==> src/rtl/lfpl_pkg.sv <==
package lfpl_pkg;

    localparam int MAX_BULBS_DEF = 64;
    localparam int BYTE_W        = 8;
    localparam int WORD_W        = 32;
    localparam int Q_SHIFT       = 8;
    localparam int RATIO_W       = 9;
    localparam int WEIGHT_W      = 10;
    localparam int TINT_W        = 27;
    localparam int LOAD_W        = 18;
    localparam int CHAN_W        = 2;
    localparam int LANES         = 6;
    localparam int QUOT_STEPS    = 8;
    localparam int BULB_IDX_W    = 6;
    localparam int PADDR_W       = 5;
    localparam int PDATA_W       = 32;
    localparam int SUM_W         = 11;

    localparam logic [BYTE_W-1:0] BYTE_MAX = 8'd255;
    localparam logic [CHAN_W-1:0] CHAN_RGB = 2'd3;

    localparam logic [RATIO_W-1:0]  RST_COOL_RATIO   = 9'd256;
    localparam logic [RATIO_W-1:0]  RST_WARM_RATIO   = 9'd256;
    localparam logic [WEIGHT_W-1:0] RST_WHITE_GAIN   = 10'd256;
    localparam logic [TINT_W-1:0]   RST_COOL_TINT    = 27'd0;
    localparam logic [LOAD_W-1:0]   RST_POWER_BUDGET = 18'd262143;
    localparam logic [CHAN_W-1:0]   RST_WARM_CHANNEL = 2'd0;
    localparam logic [CHAN_W-1:0]   RST_COOL_CHANNEL = 2'd3;

    typedef enum logic [1:0] {
        ST_LOAD,
        ST_SUM,
        ST_EMIT
    } t_state;

    typedef enum logic [2:0] {
        REG_COOL_RATIO,
        REG_WARM_RATIO,
        REG_WHITE_GAIN,
        REG_COOL_TINT,
        REG_POWER_BUDGET,
        REG_WARM_CHANNEL,
        REG_COOL_CHANNEL
    } t_reg;

    typedef struct packed {
        logic [RATIO_W-1:0]  cool_ratio;
        logic [RATIO_W-1:0]  warm_ratio;
        logic [WEIGHT_W-1:0] white_gain;
        logic [TINT_W-1:0]   cool_tint;
        logic [LOAD_W-1:0]   power_budget;
        logic [CHAN_W-1:0]   warm_channel;
        logic [CHAN_W-1:0]   cool_channel;
    } t_cfg;

    // Lanes 0..2 are red, green, blue; lanes 3..5 are white channels 0..2.
    typedef logic [LANES-1:0][BYTE_W-1:0] t_pixel;

    typedef struct packed {
        logic start;
        logic take;
    } t_div_ctl;

    function automatic logic [BYTE_W-1:0] sat8(input logic [SUM_W-1:0] v);
        logic [BYTE_W-1:0] r;
        r = (v > SUM_W'(BYTE_MAX)) ? BYTE_MAX : v[BYTE_W-1:0];
        return r;
    endfunction

endpackage

==> src/rtl/lfpl_divider.sv <==
module lfpl_divider (
    input  logic                          i_clk,
    input  logic                          i_rst_n,
    input  lfpl_pkg::t_div_ctl            i_ctl,
    input  lfpl_pkg::t_pixel              i_px,
    input  logic [lfpl_pkg::LOAD_W-1:0]   i_num,
    input  logic [lfpl_pkg::LOAD_W-1:0]   i_den,
    output logic                          o_done,
    output lfpl_pkg::t_pixel              o_quot
);

    localparam int LANES  = lfpl_pkg::LANES;
    localparam int LOAD_W = lfpl_pkg::LOAD_W;
    localparam int BYTE_W = lfpl_pkg::BYTE_W;
    localparam int NUM_W  = LOAD_W + BYTE_W;
    localparam int STEPS  = lfpl_pkg::QUOT_STEPS;
    localparam int STEP_W = $clog2(STEPS);

    logic [LANES-1:0][LOAD_W-1:0] r_rem;
    lfpl_pkg::t_pixel             r_q;
    logic [LOAD_W-1:0]            r_den;
    logic [STEP_W-1:0]            r_step;
    logic                         r_busy;
    logic                         r_done;
    logic [LANES-1:0][NUM_W-1:0]  n_prod;
    logic [LANES-1:0][LOAD_W-1:0] n_rem;
    lfpl_pkg::t_pixel             n_q;

    // The quotient is known to fit a byte, so the top of the dividend is
    // already a valid partial remainder and only eight steps remain.
    always_comb begin
        logic [LOAD_W:0] t;
        logic            ge;
        for (int k = 0; k < LANES; k++) begin
            n_prod[k] = NUM_W'(i_px[k]) * NUM_W'(i_num) + NUM_W'(i_den >> 1);
            t  = {r_rem[k], r_q[k][BYTE_W-1]};
            ge = (t >= {1'b0, r_den});
            n_rem[k] = ge ? LOAD_W'(t - {1'b0, r_den}) : t[LOAD_W-1:0];
            n_q[k]   = {r_q[k][BYTE_W-2:0], ge};
        end
    end

    always_ff @(posedge i_clk) begin
        if (!i_rst_n) begin
            r_busy <= 1'b0;
            r_done <= 1'b0;
            r_step <= '0;
        end else if (i_ctl.start) begin
            r_busy <= 1'b1;
            r_done <= 1'b0;
            r_step <= '0;
        end else if (r_busy) begin
            r_step <= r_step + STEP_W'(1);
            if (r_step == STEP_W'(STEPS - 1)) begin
                r_busy <= 1'b0;
                r_done <= 1'b1;
            end
        end else if (i_ctl.take) begin
            r_done <= 1'b0;
        end
    end

    always_ff @(posedge i_clk) begin
        if (i_ctl.start) begin
            r_den <= i_den;
            for (int k = 0; k < LANES; k++) begin
                r_rem[k] <= n_prod[k][NUM_W-1:BYTE_W];
                r_q[k]   <= n_prod[k][BYTE_W-1:0];
            end
        end else if (r_busy) begin
            r_rem <= n_rem;
            r_q   <= n_q;
        end
    end

    assign o_done = r_done;
    assign o_quot = r_q;

endmodule

==> config.mk <==
export PLATFORM = sky130hd
export DESIGN_NAME = lfpl_divider
export DESIGN_NICKNAME = d
export VERILOG_FILES = /design/src/rtl/lfpl_pkg.sv /design/src/rtl/lfpl_divider.sv
export SDC_FILE = /design/constraint.sdc
export NUM_CORES = 2
export LEC_CHECK = 0
export BUFFER_PORTS_ARGS = -buffer_cell sky130_fd_sc_hd__buf_4
export CAP_MARGIN = 0
export CORE_ASPECT_RATIO = 1.1
export CORE_UTILIZATION = 35
export DETAILED_ROUTE_END_ITERATION = 8
export PLACE_DENSITY = 0.59
export SETUP_SLACK_MARGIN = 0.3
export SLEW_MARGIN = 20
export SYNTH_ARGS = -nofsm -noshare
export SYNTH_HDL_FRONTEND = slang
export SYNTH_SLANG_ARGS = --single-unit
==> constraint.sdc <==
create_clock -name i_clk -period 8.74 [get_ports i_clk]
set_clock_uncertainty 0.15 [all_clocks]
set_input_delay 0.437 -clock i_clk [delete_from_list [all_inputs] [get_ports i_clk]]
set_output_delay 0.437 -clock i_clk [all_outputs]
set_load 0.005 [all_outputs]
==> results by group <==
Logic synthesis
  – Largest cells by area after synthesis: fa_1 (31%), edfxtp_1 (12%), ha_1 (11%), and2_1 (8.2%), inv_1 (8.1%)
  – Syn_area_per_cell: 8.92 um2
  – Most common cell in the netlist: inv_1
  – Synth async-reset ratio: 0%
  – Top_reg_cell synth: edfxtp_1
  – Mapped Area: 0.0437 mm2
  – Syn nets: 6060
  – Post-synthesis register bit count: 179
  – Top cell type by total area after synthesis: fa_1
  – Register area share after synthesis: 12.2%
  – Mapped Cells: 4896
  – Distinct cells, synth: 84
  – Synth top area share: 31.4%
  – Synth cell count leaders: inv_1 (937), fa_1 (684), and2_1 (571)
  – EDFF count, synth: between 150 and 200
  – YS warnings: 0

Clocking
  – Clock H-tree levels: 4
  – Clk pin slew, worst setup/hold paths: about 80 ps
  – CTS tree: done
  – Max clock buf depth: 2
  – Num CTS Buffers: 17
  – Resized cells post-CTS: 0
  – Clock sinks: 179
  – Root Driver: clkbuf_16
  – Skew-Pair Late Insertion Delay: roughly 520 ps

Global route
  – Global route overflow: 0
  – Antenna violations before repair: 14
  – Largest net degree at the start of global routing: 74
  – Gr usage total: 21.4%
  – Vias in the first global route: 34800
  – First-pass GRT wire length: slightly above 200000 um

Timing
  – Final hold violations: 0
  – Setup TNS Final: 0 ps
  – Min cycle time layout: about 6600 ps
  – Slew HR: 24.8%
  – Final Cycle Share: 75.4%
  – Slew @ Worst Pin: 1130 ps
  – Setup-failing EPs final: 0
  – Top achievable clock speed: 152 MHz
  – RSZ-0062 raised after global routing: no
  – Pins Over Slew Limit: 0

Critical path
  – Worst-path fanout max: 7
  – Crit-path leading delay family: adder cells
  – Crit. End Element: flop
  – Largest stage delay on the critical path: just over 600 ps
  – Worst Setup Path Type: in2reg
  – Worst-path cell chain: dlygate4sd3_1 > buf_4 > inv_1 > fa_1 > inv_1 > fa_1 > fa_1 > inv_1 > fa_1 > inv_1 > ha_1 > and4_1 > a211oi_1 > o21ai_1 > a221oi_1 > o211ai_1 > o41ai_1 > mux2i_1 > a31oi_1
  – Worst EP required: around 9000 ps
  – Critical Path Source Type: input port
  – Buf+Inv Stages, Crit Path: 6
  – Crit-path slowest cell: mux2i_1
  – Worst endpoint data arrival time: 6660 ps

Final layout
  – Layout cell share with drive strength beyond 1: 5.03%
  – Post-route design area: 0.0469 mm2
  – Area growth from synthesis to layout: 7.31%
  – Nets: 6043

Power
  – Worst IR Drop VDD: 0.000215 V
  – Pwr/cell area: about 360 mW/mm2
  – Power Total: 16900 uW
  – Pleak: 0.0230 uW

Drt
  – DR iter-0 viols: between 2000 and 3000
  – DRC: 0
  – Detailed-router iteration count before antenna repair: 8
  – Post-route ant nets: 0
  – Post-Route WL: 134000 um
  – Vias per cell: between 5 and 6
  – Routed via count: about 34000
  – Routed wire length per instance: between 20 and 25 um

Floorplanning
  – Top-Level Pins: 137
  – Core area: ~0.12 mm2
  – Die W: 339 um
  – Die height: 372 um
  – Initial Util: between 30% and 40%
  – Row count: approximately 140
  – Die area: 0.126 mm2

Status
  – Run status: finished clean

Placed design
  – Post-DP Area: 0.0461 mm2
  – Gpl congestion: 0.904
  – DPL Wire Length: around 100000 um
  – Port bufs: 136

Flow run
  – # Max-Cap Violations: 0

Min path
  – Worst Hold Class: in2reg
[worst paths after layout]
check	start	end	slack (ps)	cells after the start
min reg2reg	o_done$_SDFFE_PP0P_	o_done$_SDFFE_PP0P_	350	2
min	i_rst_n	r_busy$_SDFF_PN0_	40	2
max reg2reg	r_den[1]$_DFFE_PP_	r_rem[14]$_DFFE_PP_	4340	11
max	i_den[9]	r_rem[68]$_DFFE_PP_	2150	19
[logic make-up after synthesis]
logic type	count (synthesis)	synth area share, %
muxes	142	3.38
buffers and inverters	1137	9.82
AOI/OAI and AO/OA	741	11.2
DFF	179	12.2
and+or+nand+nor	1456	17.5
xor gates and xnor gates	165	3.31
adders and majority gates	1076	42.6
[worst reg2reg max path, stage by stage, from the launching register on]
cell and delay (ps):
edfxtp_1 320, buf_4 280, inv_1 210, ha_1 370, nor2b_1 190, o31ai_1 150, a21oi_1 410, a21oi_1 150
a21oi_2 570, or2_1 730, a41oi_1 380, a211oi_1 320
[cell usage in the layout (no fill, tap or decap), types with 109 or more instances in the layout]
| master | Yosys | layout |
|---|---|---|
| ha_1 | 392 | 392 |
| xnor2_1 | 109 | 109 |
| inv_1 | 937 | 936 |
| buf_4 | 3 | 147 |
| nor2_1 | 141 | 141 |
| edfxtp_1 | 174 | 174 |
| fa_1 | 684 | 684 |
| nand2_1 | 431 | 431 |
| a21oi_1 | 199 | 199 |
| and2_1 | 571 | 571 |
[power breakdown]
group / switching [uW] / internal (uW) / total, uW / leakage, uW
registers: 247 / 1640 / 1880 / 0.00179
clock network: 428 / 416 / 844 / 0.000293
logic: 8530 / 5610 / 14100 / 0.0209
[final cells by class]
cell class                      instances  area, um2
Clock inverter                         11        115
Sequential cell                       179       5330
Fill cell                           12500      76600
Timing Repair Buffer                  164       1270
Antenna cell                            7       17.5
Multi-Input combinational cell       3580      34100
Tap cell                             1644       2060
Clock buffer                           21        493
Inverter                              937       3520
[what timing repair did]
action / in CTS / in global routing
hold buffers: 16 / 0
buffers inserted: 0 / 0
endpoints found under the hold margin: 16 / 0
endpoints found under the setup margin: 0 / 0
[sequential cells by signal, summed over array words and instances (netlist names)]
name and cells:
r_busy 1, r_step 3, r_den 18, o_quot 48, r_rem 108, o_done 1
[metrics by stage]
stage	utilization, %	setup WS (ps)	hold WS, ps	std cells
2_1_floorplan	-	3220	315	4896
5_1_grt	37.9	1870	37.4	6541
3_5_place_dp	37.3	2300	336	6488
6_report	38.0	2150	37.8	6543
3_3_place_gp	37.3	2400	332	6488
4_1_cts	37.9	2300	1.88	6536
[per-layer routing]
metal,part of all wire [%],track usage (%),vias up
met5,0.054,0,-
met4,3.2,7.29,12
met3,7.8,4.24,165
met2,43,32.9,1113
met1,46,29.9,17400
li1,-,-,15700
No activity file was read; power rests on OpenSTA's default activity.
