<file path="src/rtl/lfpl_pkg.sv">
package lfpl_pkg;

    localparam int MAX_BULBS_DEF = 64;
    localparam int BYTE_W        = 8;
    localparam int WORD_W        = 32;
    localparam int Q_SHIFT       = 8;
    localparam int RATIO_W       = 9;
    localparam int WEIGHT_W      = 10;
    localparam int TINT_W        = 27;
    localparam int LOAD_W        = 18;
    localparam int CHAN_W        = 2;
    localparam int LANES         = 6;
    localparam int QUOT_STEPS    = 8;
    localparam int BULB_IDX_W    = 6;
    localparam int PADDR_W       = 5;
    localparam int PDATA_W       = 32;
    localparam int SUM_W         = 11;

    localparam logic [BYTE_W-1:0] BYTE_MAX = 8'd255;
    localparam logic [CHAN_W-1:0] CHAN_RGB = 2'd3;

    localparam logic [RATIO_W-1:0]  RST_COOL_RATIO   = 9'd256;
    localparam logic [RATIO_W-1:0]  RST_WARM_RATIO   = 9'd256;
    localparam logic [WEIGHT_W-1:0] RST_WHITE_GAIN   = 10'd256;
    localparam logic [TINT_W-1:0]   RST_COOL_TINT    = 27'd0;
    localparam logic [LOAD_W-1:0]   RST_POWER_BUDGET = 18'd262143;
    localparam logic [CHAN_W-1:0]   RST_WARM_CHANNEL = 2'd0;
    localparam logic [CHAN_W-1:0]   RST_COOL_CHANNEL = 2'd3;

    typedef enum logic [1:0] {
        ST_LOAD,
        ST_SUM,
        ST_EMIT
    } t_state;

    typedef enum logic [2:0] {
        REG_COOL_RATIO,
        REG_WARM_RATIO,
        REG_WHITE_GAIN,
        REG_COOL_TINT,
        REG_POWER_BUDGET,
        REG_WARM_CHANNEL,
        REG_COOL_CHANNEL
    } t_reg;

    typedef struct packed {
        logic [RATIO_W-1:0]  cool_ratio;
        logic [RATIO_W-1:0]  warm_ratio;
        logic [WEIGHT_W-1:0] white_gain;
        logic [TINT_W-1:0]   cool_tint;
        logic [LOAD_W-1:0]   power_budget;
        logic [CHAN_W-1:0]   warm_channel;
        logic [CHAN_W-1:0]   cool_channel;
    } t_cfg;

    // Lanes 0..2 are red, green, blue; lanes 3..5 are white channels 0..2.
    typedef logic [LANES-1:0][BYTE_W-1:0] t_pixel;

    typedef struct packed {
        logic start;
        logic take;
    } t_div_ctl;

    function automatic logic [BYTE_W-1:0] sat8(input logic [SUM_W-1:0] v);
        logic [BYTE_W-1:0] r;
        r = (v > SUM_W'(BYTE_MAX)) ? BYTE_MAX : v[BYTE_W-1:0];
        return r;
    endfunction

endpackage

</file>
<file path="src/rtl/lfpl_resolve.sv">
module lfpl_resolve (
    input  logic                          i_clk,
    input  logic                          i_rst_n,
    input  logic                          i_valid,
    input  logic [lfpl_pkg::WORD_W-1:0]   i_word,
    input  lfpl_pkg::t_cfg                i_cfg,
    output logic                          o_valid,
    output lfpl_pkg::t_pixel              o_px
);

    localparam int BYTE_W  = lfpl_pkg::BYTE_W;
    localparam int RATIO_W = lfpl_pkg::RATIO_W;
    localparam int PROD_W  = BYTE_W + RATIO_W;
    localparam int TPROD_W = 2 * RATIO_W;
    localparam int SUM_W   = lfpl_pkg::SUM_W;
    localparam int Q_SHIFT = lfpl_pkg::Q_SHIFT;
    localparam int CHAN_W  = lfpl_pkg::CHAN_W;

    logic                        r_v1;
    logic [2:0][BYTE_W-1:0]      r_rgb;
    logic [RATIO_W-1:0]          r_cool;
    logic [RATIO_W-1:0]          r_warm;
    logic [PROD_W-1:0]           n_cool_prod;
    logic [PROD_W-1:0]           n_warm_prod;
    logic                        r_v2;
    lfpl_pkg::t_pixel            r_px;
    lfpl_pkg::t_pixel            n_px;

    // First stage: split the white level into cool and warm parts.
    always_comb begin
        n_cool_prod = PROD_W'(i_word[31:24]) * PROD_W'(i_cfg.cool_ratio);
        n_warm_prod = PROD_W'(i_word[31:24]) * PROD_W'(i_cfg.warm_ratio);
    end

    always_ff @(posedge i_clk) begin
        if (!i_rst_n) begin
            r_v1 <= 1'b0;
        end else begin
            r_v1 <= i_valid;
        end
        r_rgb  <= i_word[23:0];
        r_cool <= n_cool_prod[PROD_W-1:Q_SHIFT];
        r_warm <= n_warm_prod[PROD_W-1:Q_SHIFT];
    end

    // Second stage: route white parts and, when the cool part goes to RGB, tint the RGB bytes.
    always_comb begin
        logic [TPROD_W-1:0] tprod;
        logic [SUM_W-1:0]   tsum;
        n_px = '0;
        for (int c = 0; c < 3; c++) begin
            tprod = TPROD_W'(r_cool) * TPROD_W'(i_cfg.cool_tint[RATIO_W*c +: RATIO_W]);
            tsum  = SUM_W'(r_rgb[c]) + SUM_W'(tprod[TPROD_W-1:Q_SHIFT]);
            if (i_cfg.cool_channel == lfpl_pkg::CHAN_RGB) begin
                n_px[c] = lfpl_pkg::sat8(tsum);
            end else begin
                n_px[c] = r_rgb[c];
            end
        end
        for (int k = 0; k < 3; k++) begin
            if (i_cfg.warm_channel == CHAN_W'(k)) begin
                n_px[3+k] = lfpl_pkg::sat8(SUM_W'(r_warm));
            end
            // The cool byte wins when both parts land on one channel.
            if (i_cfg.cool_channel == CHAN_W'(k)) begin
                n_px[3+k] = lfpl_pkg::sat8(SUM_W'(r_cool));
            end
        end
    end

    always_ff @(posedge i_clk) begin
        if (!i_rst_n) begin
            r_v2 <= 1'b0;
        end else begin
            r_v2 <= r_v1;
        end
        r_px <= n_px;
    end

    assign o_valid = r_v2;
    assign o_px    = r_px;

endmodule

</file>
<file path="config.mk">
export PLATFORM = sky130hd
export DESIGN_NAME = lfpl_resolve
export DESIGN_NICKNAME = d
export VERILOG_FILES = /design/src/rtl/lfpl_pkg.sv /design/src/rtl/lfpl_resolve.sv
export SDC_FILE = /design/constraint.sdc
export NUM_CORES = 1
export LEC_CHECK = 0
export BUFFER_PORTS_ARGS = -buffer_cell sky130_fd_sc_hd__buf_2
export CORE_MARGIN = 4
export CORE_UTILIZATION = 30
export CTS_CLUSTER_DIAMETER = 80
export CTS_CLUSTER_SIZE = 25
export DETAILED_ROUTE_END_ITERATION = 8
export GPL_TIMING_DRIVEN = 0
export PLACE_DENSITY = 0.48
export REMOVE_ABC_BUFFERS = 1
export SETUP_SLACK_MARGIN = 0.5
export SLEW_MARGIN = 10
export SYNTH_ARGS = -nofsm -noshare
export SYNTH_HDL_FRONTEND = slang
export SYNTH_SLANG_ARGS = --single-unit
</file>
<file path="constraint.sdc">
create_clock -name i_clk -period 6.6 [get_ports i_clk]
set_input_delay 0.99 -clock i_clk [delete_from_list [all_inputs] [get_ports i_clk]]
set_output_delay 0.99 -clock i_clk [all_outputs]
set_load 0.02 [all_outputs]
</file>
==> results of run 1 <==
## logic make-up after synthesis
kind of cell	count (synthesis)	synth area share, %
AOI/OAI and AO/OA	168	8.20
xor gates and xnor gates	50	3.04
adders and majority gates	429	48.5
buffers and inverters	279	7.23
DFF	92	12.6
muxes	1	0.0683
and+or+nand+nor	591	20.4
## how the worst max path moves through the flow
| stage | from | end | slack, ps | cells past startpoint |
|---|---|---|---|---|
| 2_1_floorplan | i_cfg[48] | o_px[18] | 20 | 21 |
| 6_report | i_cfg[34] | o_px[10] | 160 | 26 |
| 4_1_cts | i_cfg[39] | o_px[10] | 120 | 24 |
| 3_3_place_gp | r_cool[5] | o_px[11] | -830 | 24 |
| 5_1_grt | i_cfg[39] | o_px[10] | -9 | 22 |
| 3_5_place_dp | r_cool[5] | o_px[11] | -910 | 24 |
## through the flow
step,area [um^2],util [%],hold slack [ps],worst slack [ps],instances
after detailed placement,15900,33.0,440,-907,2301
after floorplan,14400,-,412,19.4,1554
after global routing,17800,37.1,481,-9.04,2377
after global placement,15900,33.0,416,-834,2301
final,17800,37.1,466,157,2377
after CTS,17200,35.9,466,122,2364
## Yosys cell counts, types with 15 or more instances
cell type,instances,share of area [%]
a21o_1,16,0.82
a21oi_1,41,1.4
and2_1,223,9.5
clkbuf_1,47,1.2
dfxtp_1,92,13
fa_1,232,32
ha_1,197,17
inv_1,223,5.7
nand2_1,184,4.7
nand3_1,15,0.51
nor2_1,96,2.5
nor3_1,17,0.58
o21ai_0,18,0.61
o22ai_1,24,1.0
xnor2_1,29,1.7
xor2_1,20,1.2
## registers in the layout, summed over array words and instances (netlist names)
register / flops
r_warm: 9
r_cool: 9
r_rgb: 24
o_px: 48
r_v1: 1
o_valid: 1
## final cells by class
type / instances / area [um^2]
Multi-Input combinational cell: 1239 / 12600
Timing Repair Buffer: 192 / 1440
Tap cell: 615 / 769
Clock inverter: 7 / 88.8
Fill cell: 4931 / 30200
Clock buffer: 9 / 225
Inverter: 223 / 837
Sequential cell: 92 / 1880
## worst register-to-register path, cell delays in order (launching register included)
cell and delay (ps):
dfxtp_4 600, nand2_4 90, fa_1 540, inv_1 50
fa_1 480, inv_2 40, fa_1 500, inv_1 50
fa_1 480, ha_4 280, o21a_1 150, nor2_4 60
buf_6 110, nor3_4 230, buf_6 150, nor3_4 30
nor2_2 180, ha_4 250, nand3_2 80, nand2_2 50
or4_4 540, a311o_1 340, o311ai_4 280, a2bb2oi_2 110
a32oi_4 290, buf_6 170, a31oi_1 80
## per-layer routing
metal	vias up	part of all wire, %	track usage (%)
li1	5425	-	-
met1	5696	47	19.3
met2	145	49	25.2
met3	24	2.7	1.76
met4	4	1.0	2.81
met5	-	0.070	0
## repair_timing
item                       in CTS  in global routing
setup endpoints to repair      24                 24
gates cloned                    1                  1
buffers inserted               46                 12
gates resized for setup       174                106
pin swaps                     130                 60
==> metrics.md, run 1 <==
| Metric | Value |
|---|---|
| Status | `finished clean` |
| Via density | `4.75` |
| Vias | `11300` |
| Rows | `80` |
| Required @ worst endpoint | `6830 ps` |
| DRC Markers | `0` |
| Cells after Synth | `1610` |
| Die W | `229 um` |
| First-pass GRT wire length | `62200 um` |
| FF-to-FF setup slack | `230 ps` |
| Synth Warn # | `0` |
| Clock transition at path regs | `80 ps` |
| Post-route ant nets | `0` |
| Largest stage delay, worst path | `550 ps` |
| Final hold violations | `0` |
| Setup_tns | `0 ps` |
| Core ar. | `48000 um^2` |
| WS Path Type | `in -> reg` |
| # port buffers | `132` |
| Ys async rst share | `0%` |
| Inserted Clock Buffers | `9` |
| Distinct cells, synth | `59` |
| CP delay by family, top | `adder cells` |
| EDFF count, synth | `0` |
| Die extent in y | `229 um` |
| Worst slew margin | `54.3%` |
| Gr usage total | `14.4%` |
| Commonest non-fill, non-tap cell in the layout | `fa_1` |
| Slowest CP cell | `fa_1` |
| Initial antenna violation count | `2` |
| Detailed Route WL | `37200 um` |
| Worst Path Arrival | `6670 ps` |
| Vias in the first global route | `12200` |
| Reg-to-Reg Start | `r_cool[7]` |
| RSZ-0062 raised after global routing | `true` |
| Hold buffers post-CTS | `0` |
| Crit path launch type | `input pin` |
| Setup violations, final | `0` |
| Final Cycle Share | `97.6%` |
| WL/cell | `15.7 um` |
| CTS tree | `done` |
| Clk root buf | `clkbuf_16` |
| Max-cap violations | `0` |
| Yosys reg bits | `92` |
| Placer Congestion | `0.790` |
| Worst min-delay path startpoint | `r_v1` |
| Critical Path Sink Type | `flip-flop` |
| Most frequent cells in the layout | `fa_1, inv_1, and2_1` |
| Synthesized area per cell | `9.10 um^2` |
| Overflow after GRT | `0` |
| CP bufs+invs | `6` |
| CP max FO | `5` |
| Worst min-delay path class | `reg -> reg` |
| Register area share after synthesis | `12.6%` |
| Worst hold endpoint | `o_valid` |
| F_max | `155 MHz` |
| Worst reg2reg endpoint | `o_px[10]` |
| Share of layout cells above drive strength 1 | `21.9%` |
| Sink Count | `92` |
| Nets | `2298` |
| P&R area growth vs syn | `21.7%` |
| HPWL after detailed placement | `27700 um` |
| Largest net degree at the start of global routing | `30` |
| H-tree levels | `3` |
| Tightest Pin Transition | `686 ps` |
| Min Clock Period, post-route | `6440 ps` |
| Mapped cell area | `14700 um^2` |
| Starting Density | `30.5%` |
| Setup Skew | `11.8 ps` |
| Predominant post-synthesis flop cell | `dfxtp_1` |
| Max clock buf depth | `2` |
| Die area | `52500 um^2` |
| Hold depth | `1` |
| Worst-skew pair later-pin latency | `380 ps` |
| DRT Pass-1 Iters | `5` |
| I/O Pins | `161` |
| Fin. max-slew vios | `0` |
| Reg2reg path depth | `26` |
| Antenna diodes | `0` |
| Iter 0 DRT Violations | `325` |
Power of run 1 is not shown: default switching activity piles up to over one toggle a cycle in this logic, so the estimate is an artifact.
==> run 2, diff against run 1 <==
==> constraint.sdc (replaced) <==
create_clock -name i_clk -period 6.6 [get_ports i_clk]
set_input_delay 1.32 -clock i_clk [delete_from_list [all_inputs] [get_ports i_clk]]
set_output_delay 1.32 -clock i_clk [all_outputs]
set_load 0.02 [all_outputs]
==> run 2 against run 1 <==
The flow now finishes with violations (setup timing). Via count rose by 0.74%. Hold slack got worse by 2.1 ps. First-iteration DRC count fell by 6.5%. Non-clock buffer count rose by 3. Register-to-register slack got worse by 240 ps. Setup slack got worse by 350 ps. Clock-buffer cell count did not move.
==> metrics.md, run 2 (synthesis gave the netlist of run 1 again) <==
| Metric | Value |
|---|---|
| Detailed Route WL | `37300 um (+0.29%)` |
| Max clock buf depth | `2 (unchanged)` |
| I/O Pins | `161 (unchanged)` |
| CP bufs+invs | `2 (-4)` |
| Hold depth | `1 (unchanged)` |
| RSZ-0062 raised after global routing | `true` |
| First-pass GRT wire length | `62200 um (about the same)` |
| HPWL after detailed placement | `27700 um (unchanged)` |
| # port buffers | `132 (unchanged)` |
| Crit path launch type | `input pin` |
| Final Cycle Share | `103% (+5.3 points)` |
| Setup Skew | `12.7 ps (+0.854 ps)` |
| Required @ worst endpoint | `6860 ps (+30 ps)` |
| Overflow after GRT | `0 (unchanged)` |
| Worst path depth | `23 (-12%)` |
| Placer Congestion | `0.790 (unchanged)` |
| H-tree levels | `3 (unchanged)` |
| Setup violations, final | `16 (+16)` |
| Rows | `80 (unchanged)` |
| Commonest non-fill, non-tap cell in the layout | `fa_1` |
| Via density | `4.78 (+0.62%)` |
| Post-route ant nets | `0 (unchanged)` |
| Fin. max-slew vios | `0 (unchanged)` |
| Reg2reg path depth | `22 (-15%)` |
| Final worst slack | `-193 ps (-350 ps)` |
| P&R area growth vs syn | `21.1%` |
| Antenna diodes | `0 (unchanged)` |
| CP max FO | `9 (+4)` |
| Most frequent cells in the layout | `fa_1, inv_1, and2_1` |
| Worst min-delay path startpoint | `r_v1` |
| Failing checks | `setup timing` |
| Die area | `52500 um^2 (unchanged)` |
| Tightest Pin Transition | `741 ps (+54.7 ps)` |
| Die W | `229 um (unchanged)` |
| Clock transition at path regs | `80 ps (about the same)` |
| CP Launch Point | `i_cfg[43]` |
| CP delay by family, top | `adder cells` |
| Sink Count | `92 (unchanged)` |
| Vias | `11400 (+0.74%)` |
| Min Clock Period, post-route | `6790 ps (+350 ps)` |
| Die extent in y | `229 um (unchanged)` |
| Final hold violations | `0 (unchanged)` |
| Initial antenna violation count | `2 (unchanged)` |
| Max reg flops | `48 (unchanged)` |
| WL/cell | `15.7 um (+0.16%)` |
| Critical Path Sink Type | `flip-flop` |
| DRC Markers | `0 (unchanged)` |
| Core ar. | `48000 um^2 (unchanged)` |
| Worst slew margin | `50.6% (-3.6 points)` |
| Share of layout cells above drive strength 1 | `21.8% (-0.094 points)` |
| Top cell by count, worst path | `fa_1` |
| Slowest CP cell | `fa_1` |
| Vias in the first global route | `12300 (+0.72%)` |
| F_max | `147 MHz (-5.2%)` |
| Iter 0 DRT Violations | `304 (-6.5%)` |
| Gr usage total | `14.4% (about the same)` |
| WS Path Type | `in -> reg` |
| Nets | `2301 (+0.13%)` |
| Reg-to-Reg Start | `r_cool[7]` |
| Max-cap violations | `0 (unchanged)` |
| Worst-skew pair later-pin latency | `380 ps (about the same)` |
| Crit path cell chain | `buf_4 > and2_1 > fa_1 > fa_1 > fa_1 > fa_1 > ha_4 > a21o_1 > a21o_1 > a21oi_2 > a21oi_4 > or3_4 > xor2_2 > ha_1 > nand2_1 > o21ai_2 > o21ai_2 > a311oi_4 > nand3b_1 > mux2i_2 > a211oi_4 > buf_12 > o32a_1` |
| DRT Pass-1 Iters | `5 (unchanged)` |
| CTS tree | `done` |
| Starting Density | `30.5% (unchanged)` |
| Largest stage delay, worst path | `570 ps (+20 ps)` |
| Worst min-delay path class | `reg -> reg` |
| Setup_tns | `-2340 ps (-2340 ps)` |
| Worst Path Arrival | `7050 ps (+380 ps)` |
| Clk root buf | `clkbuf_16` |
| Status | `complete, but fails checks` |
| Inserted Clock Buffers | `9 (unchanged)` |
| Largest net degree at the start of global routing | `36 (+20%)` |
==> run 2: repair_timing <==
action / CTS / global route
gates cloned: 0 / 1
gates resized for setup: 167 / 85
endpoints found under the setup margin: 24 / 24
pin swaps: 115 / 71
setup buffers: 46 / 16
hold buffers: 0 / 0
==> run 2: worst paths after layout <==
check                                end  slack [ps]
worst min-delay path             o_valid         460
worst max register to register  o_px[10]         -10
worst min register to register   o_valid         460
worst max-delay path            o_px[22]        -190
==> run 2: cell type report <==
class                      instances  area, um^2
inverter                         223         837
fill                            4934       30300
tap                              615         769
multi-input combinational       1239       12600
clock buffer                       9         225
sequential                        92        1860
timing repair buffer             195        1400
clock inverter                     7        88.8
==> run 2: stage by stage <==
| step | std cells | hold slack, ps | utilization (%) | instance area (um^2) | worst slack (ps) |
|---|---|---|---|---|---|
| after floorplan | 1554 | 412 | - | 14400 | -311 |
| after global placement | 2301 | 416 | 33.0 | 15900 | -1100 |
| after detailed placement | 2301 | 440 | 33.0 | 15900 | -1160 |
| after CTS | 2363 | 466 | 35.9 | 17200 | -209 |
| after global routing | 2380 | 481 | 36.9 | 17700 | -357 |
| final | 2380 | 464 | 36.9 | 17700 | -193 |
==> run 2: worst reg2reg max path: stages, from the launching register on <==
cell	delay, ps
dfxtp_2	800
nand2_1	170
fa_1	540
inv_1	50
fa_1	490
fa_1	600
fa_2	430
ha_2	220
a21o_1	190
a21o_1	200
a21o_1	230
o21a_1	210
nor2_2	170
ha_4	250
nand2_4	70
nand2_2	60
or4_4	490
a311o_1	340
o311ai_4	280
a2bb2oi_2	110
a32oi_4	300
buf_6	180
a31oi_1	90
==> run 2: layer usage <==
metal / GRT usage (%) / up-vias / wire [um]
met4: 2.89 / 4 / 338
met3: 1.74 / 21 / 1090
met5: 0 / - / 26
met2: 25.4 / 153 / 18500
met1: 19.2 / 5764 / 17400
li1: - / 5436 / -
Power of run 2 is left out for the same reason.
==> run 3, diff against run 2 <==
--- a/config.mk
+++ b/config.mk
@@ -13,6 +13,7 @@
 export DETAILED_ROUTE_END_ITERATION = 8
 export GPL_TIMING_DRIVEN = 0
 export PLACE_DENSITY = 0.48
+export RECOVER_POWER = 50
 export REMOVE_ABC_BUFFERS = 1
 export SETUP_SLACK_MARGIN = 0.5
 export SLEW_MARGIN = 10
==> run 3 against run 2 <==
The flow still finishes with violations (setup timing). Die area is the same. Clock-buffer cell count unchanged. Sequential cell count unchanged. Sequential share of layout area hardly changed. Non-clock buffer count unchanged. Routed wire length hardly changed. Cell count did not move. First-iteration DRC count decreased by 0.66%. Clock skew about the same. Critical endpoint is now o_px[21].
==> metrics.md, run 3 (synthesis gave the netlist of run 1 again) <==
| Metric | Value |
|---|---|
| WL/cell | `15.7 um (about the same)` |
| Fin. max-slew vios | `0 (unchanged)` |
| Footprint of the multi-input gates | `12600 um^2 (unchanged)` |
| Overflow after GRT | `0 (unchanged)` |
| Nets | `2301 (unchanged)` |
| HPWL after detailed placement | `27700 um (unchanged)` |
| Clk root buf | `clkbuf_16` |
| Final Cycle Share | `103% (-0.23 points)` |
| # port buffers | `132 (unchanged)` |
| Detailed Route WL | `37300 um (about the same)` |
| Top cell by count, worst path | `fa_1` |
| Largest net degree at the start of global routing | `36 (unchanged)` |
| Core ar. | `48000 um^2 (unchanged)` |
| Sink Count | `92 (unchanged)` |
| Most frequent cells in the layout | `fa_1, inv_1, and2_1` |
| Die W | `229 um (unchanged)` |
| CTS tree | `done` |
| DRC Markers | `0 (unchanged)` |
| Worst Path Arrival | `7040 ps (about the same)` |
| I/O Pins | `161 (unchanged)` |
| CP delay by family, top | `adder cells` |
| Max-cap violations | `0 (unchanged)` |
| Non-filler cells, final | `2380 (unchanged)` |
| Initial antenna violation count | `2 (unchanged)` |
| Via density | `4.78 (about the same)` |
| GR peak layer | `met2` |
| Worst min-delay path class | `reg -> reg` |
| FILL cells | `4937 (+0.061%)` |
| Reg-to-Reg Start | `r_cool[7]` |
| Crit path launch type | `input pin` |
| Share of layout cells above drive strength 1 | `21.0% (-0.85 points)` |
| WS Path Type | `in -> reg` |
| Post-placement cell area | `15900 um^2 (unchanged)` |
| Commonest non-fill, non-tap cell in the layout | `fa_1` |
| Met1 GRT Util | `19.2% (unchanged)` |
| Gr usage total | `14.4% (unchanged)` |
| Met2 Use GR | `25.4% (unchanged)` |
| Worst slew margin | `50.5% (-0.11 points)` |
| Min Clock Period, post-route | `6780 ps (-15.5 ps)` |
| Final hold violations | `0 (unchanged)` |
| Final worst slack | `-177 ps (+15.5 ps)` |
| Setup violations, final | `16 (unchanged)` |
| Sequential cell area | `1860 um^2 (unchanged)` |
| Inserted Clock Buffers | `9 (unchanged)` |
| H-tree levels | `3 (unchanged)` |
| Worst reg2reg endpoint | `o_px[10]` |
| Max reg flops | `48 (unchanged)` |
| Slowest CP cell | `fa_1` |
| Reg2reg path depth | `22 (unchanged)` |
| F_max | `148 MHz (+0.23%)` |
| Required @ worst endpoint | `6860 ps (about the same)` |
| Largest stage delay, worst path | `570 ps (about the same)` |
| Crit path cell chain | `buf_4 > and2_1 > fa_1 > fa_1 > fa_1 > fa_1 > ha_4 > a21o_1 > a21o_1 > a21oi_2 > a21oi_4 > or3_4 > xor2_2 > ha_1 > nand2_1 > o21ai_2 > o21ai_2 > a311oi_4 > nand3b_1 > mux2i_2 > a211oi_4 > buf_12 > o32a_1` |
| DP Cell Count | `2301 (unchanged)` |
| Worst path depth | `23 (unchanged)` |
| Starting Density | `30.5% (unchanged)` |
| Iter 0 DRT Violations | `302 (-0.66%)` |
| Vias | `11400 (-0.088%)` |
| RSZ-0062 raised after global routing | `true` |
| Worst min-delay path startpoint | `r_v1` |
| Setup Skew | `12.4 ps (-0.272 ps)` |
| Met3 global-route usage | `1.74% (unchanged)` |
| First-pass GRT wire length | `62200 um (unchanged)` |
| P&R area growth vs syn | `20.9%` |
| Post-route ant nets | `0 (unchanged)` |
| Worst-skew pair later-pin latency | `380 ps (about the same)` |
| Antenna diodes | `0 (unchanged)` |
| Die area | `52500 um^2 (unchanged)` |
| Critical Path Sink Type | `flip-flop` |
| CP bufs+invs | `2 (unchanged)` |
| Hold buffers post-CTS | `0 (unchanged)` |
| Max clock buf depth | `2 (unchanged)` |
| Failing checks | `setup timing` |
| Vias in the first global route | `12300 (unchanged)` |
| Worst hold endpoint | `o_valid` |
| Status | `complete, but fails checks` |
| Post-layout instance area | `17700 um^2 (-0.11%)` |
| Placer Congestion | `0.790 (unchanged)` |
| Clock transition at path regs | `80 ps (about the same)` |
| Die extent in y | `229 um (unchanged)` |
| Tightest Pin Transition | `742 ps (+1.63 ps)` |
| Hold depth | `1 (unchanged)` |
| DRT Pass-1 Iters | `5 (unchanged)` |
| Rows | `80 (unchanged)` |
| FF-to-FF setup slack | `-10 ps (about the same)` |
| CP max FO | `9 (unchanged)` |
## run 3: worst max-delay path by stage
stage | from | slack [ps] | endpoint
after CTS | i_cfg[34] | -210 | o_px[10]
final | i_cfg[43] | -180 | o_px[21]
after detailed placement | i_cfg[33] | -1160 | o_px[11]
after floorplan | i_cfg[48] | -310 | o_px[18]
after global routing | i_cfg[33] | -360 | o_px[10]
after global placement | i_cfg[33] | -1100 | o_px[11]
## run 3: timing repair
item,4_1_cts,5_1_grt
cloned,0,1
endpoints found under the setup margin,24,24
setup buffers,46,16
gates resized for setup,167,85
pin swaps,115,71
## run 3: per-stage QoR
step | setup slack, ps | util (%) | hold slack (ps) | setup TNS, ps
final | -177 | 36.9 | 474 | -2190
after global routing | -357 | 36.9 | 494 | -5040
after CTS | -209 | 35.9 | 466 | -2760
after detailed placement | -1160 | 33.0 | 440 | -22670
after global placement | -1100 | 33.0 | 416 | -21350
after floorplan | -311 | - | 412 | -4220
## run 3: final cells by class
class | count | area share (%)
Multi-Input combinational cell | 1239 | 70.9
Inverter | 223 | 4.72
Tap cell | 615 | 4.34
Clock inverter | 7 | 0.501
Clock buffer | 9 | 1.27
Timing Repair Buffer | 195 | 7.79
Sequential cell | 92 | 10.5
## run 3: worst register-to-register path: cells and delay by family, from the launching register on
kind	cells	cell delay, ps
simple gates	5	960
buf+inv	2	230
flops	1	790
compound gates	9	1950
fa+ha+maj	6	2530
## run 3: metal layers
layer  vias to the layer above  part of all wire, %
li1                       5435                    -
met1                      5759                   47
met2                       149                   50
met3                        21                  3.0
met4                         4                 0.91
met5                         -                0.070
Power of run 3 is left out for the same reason.
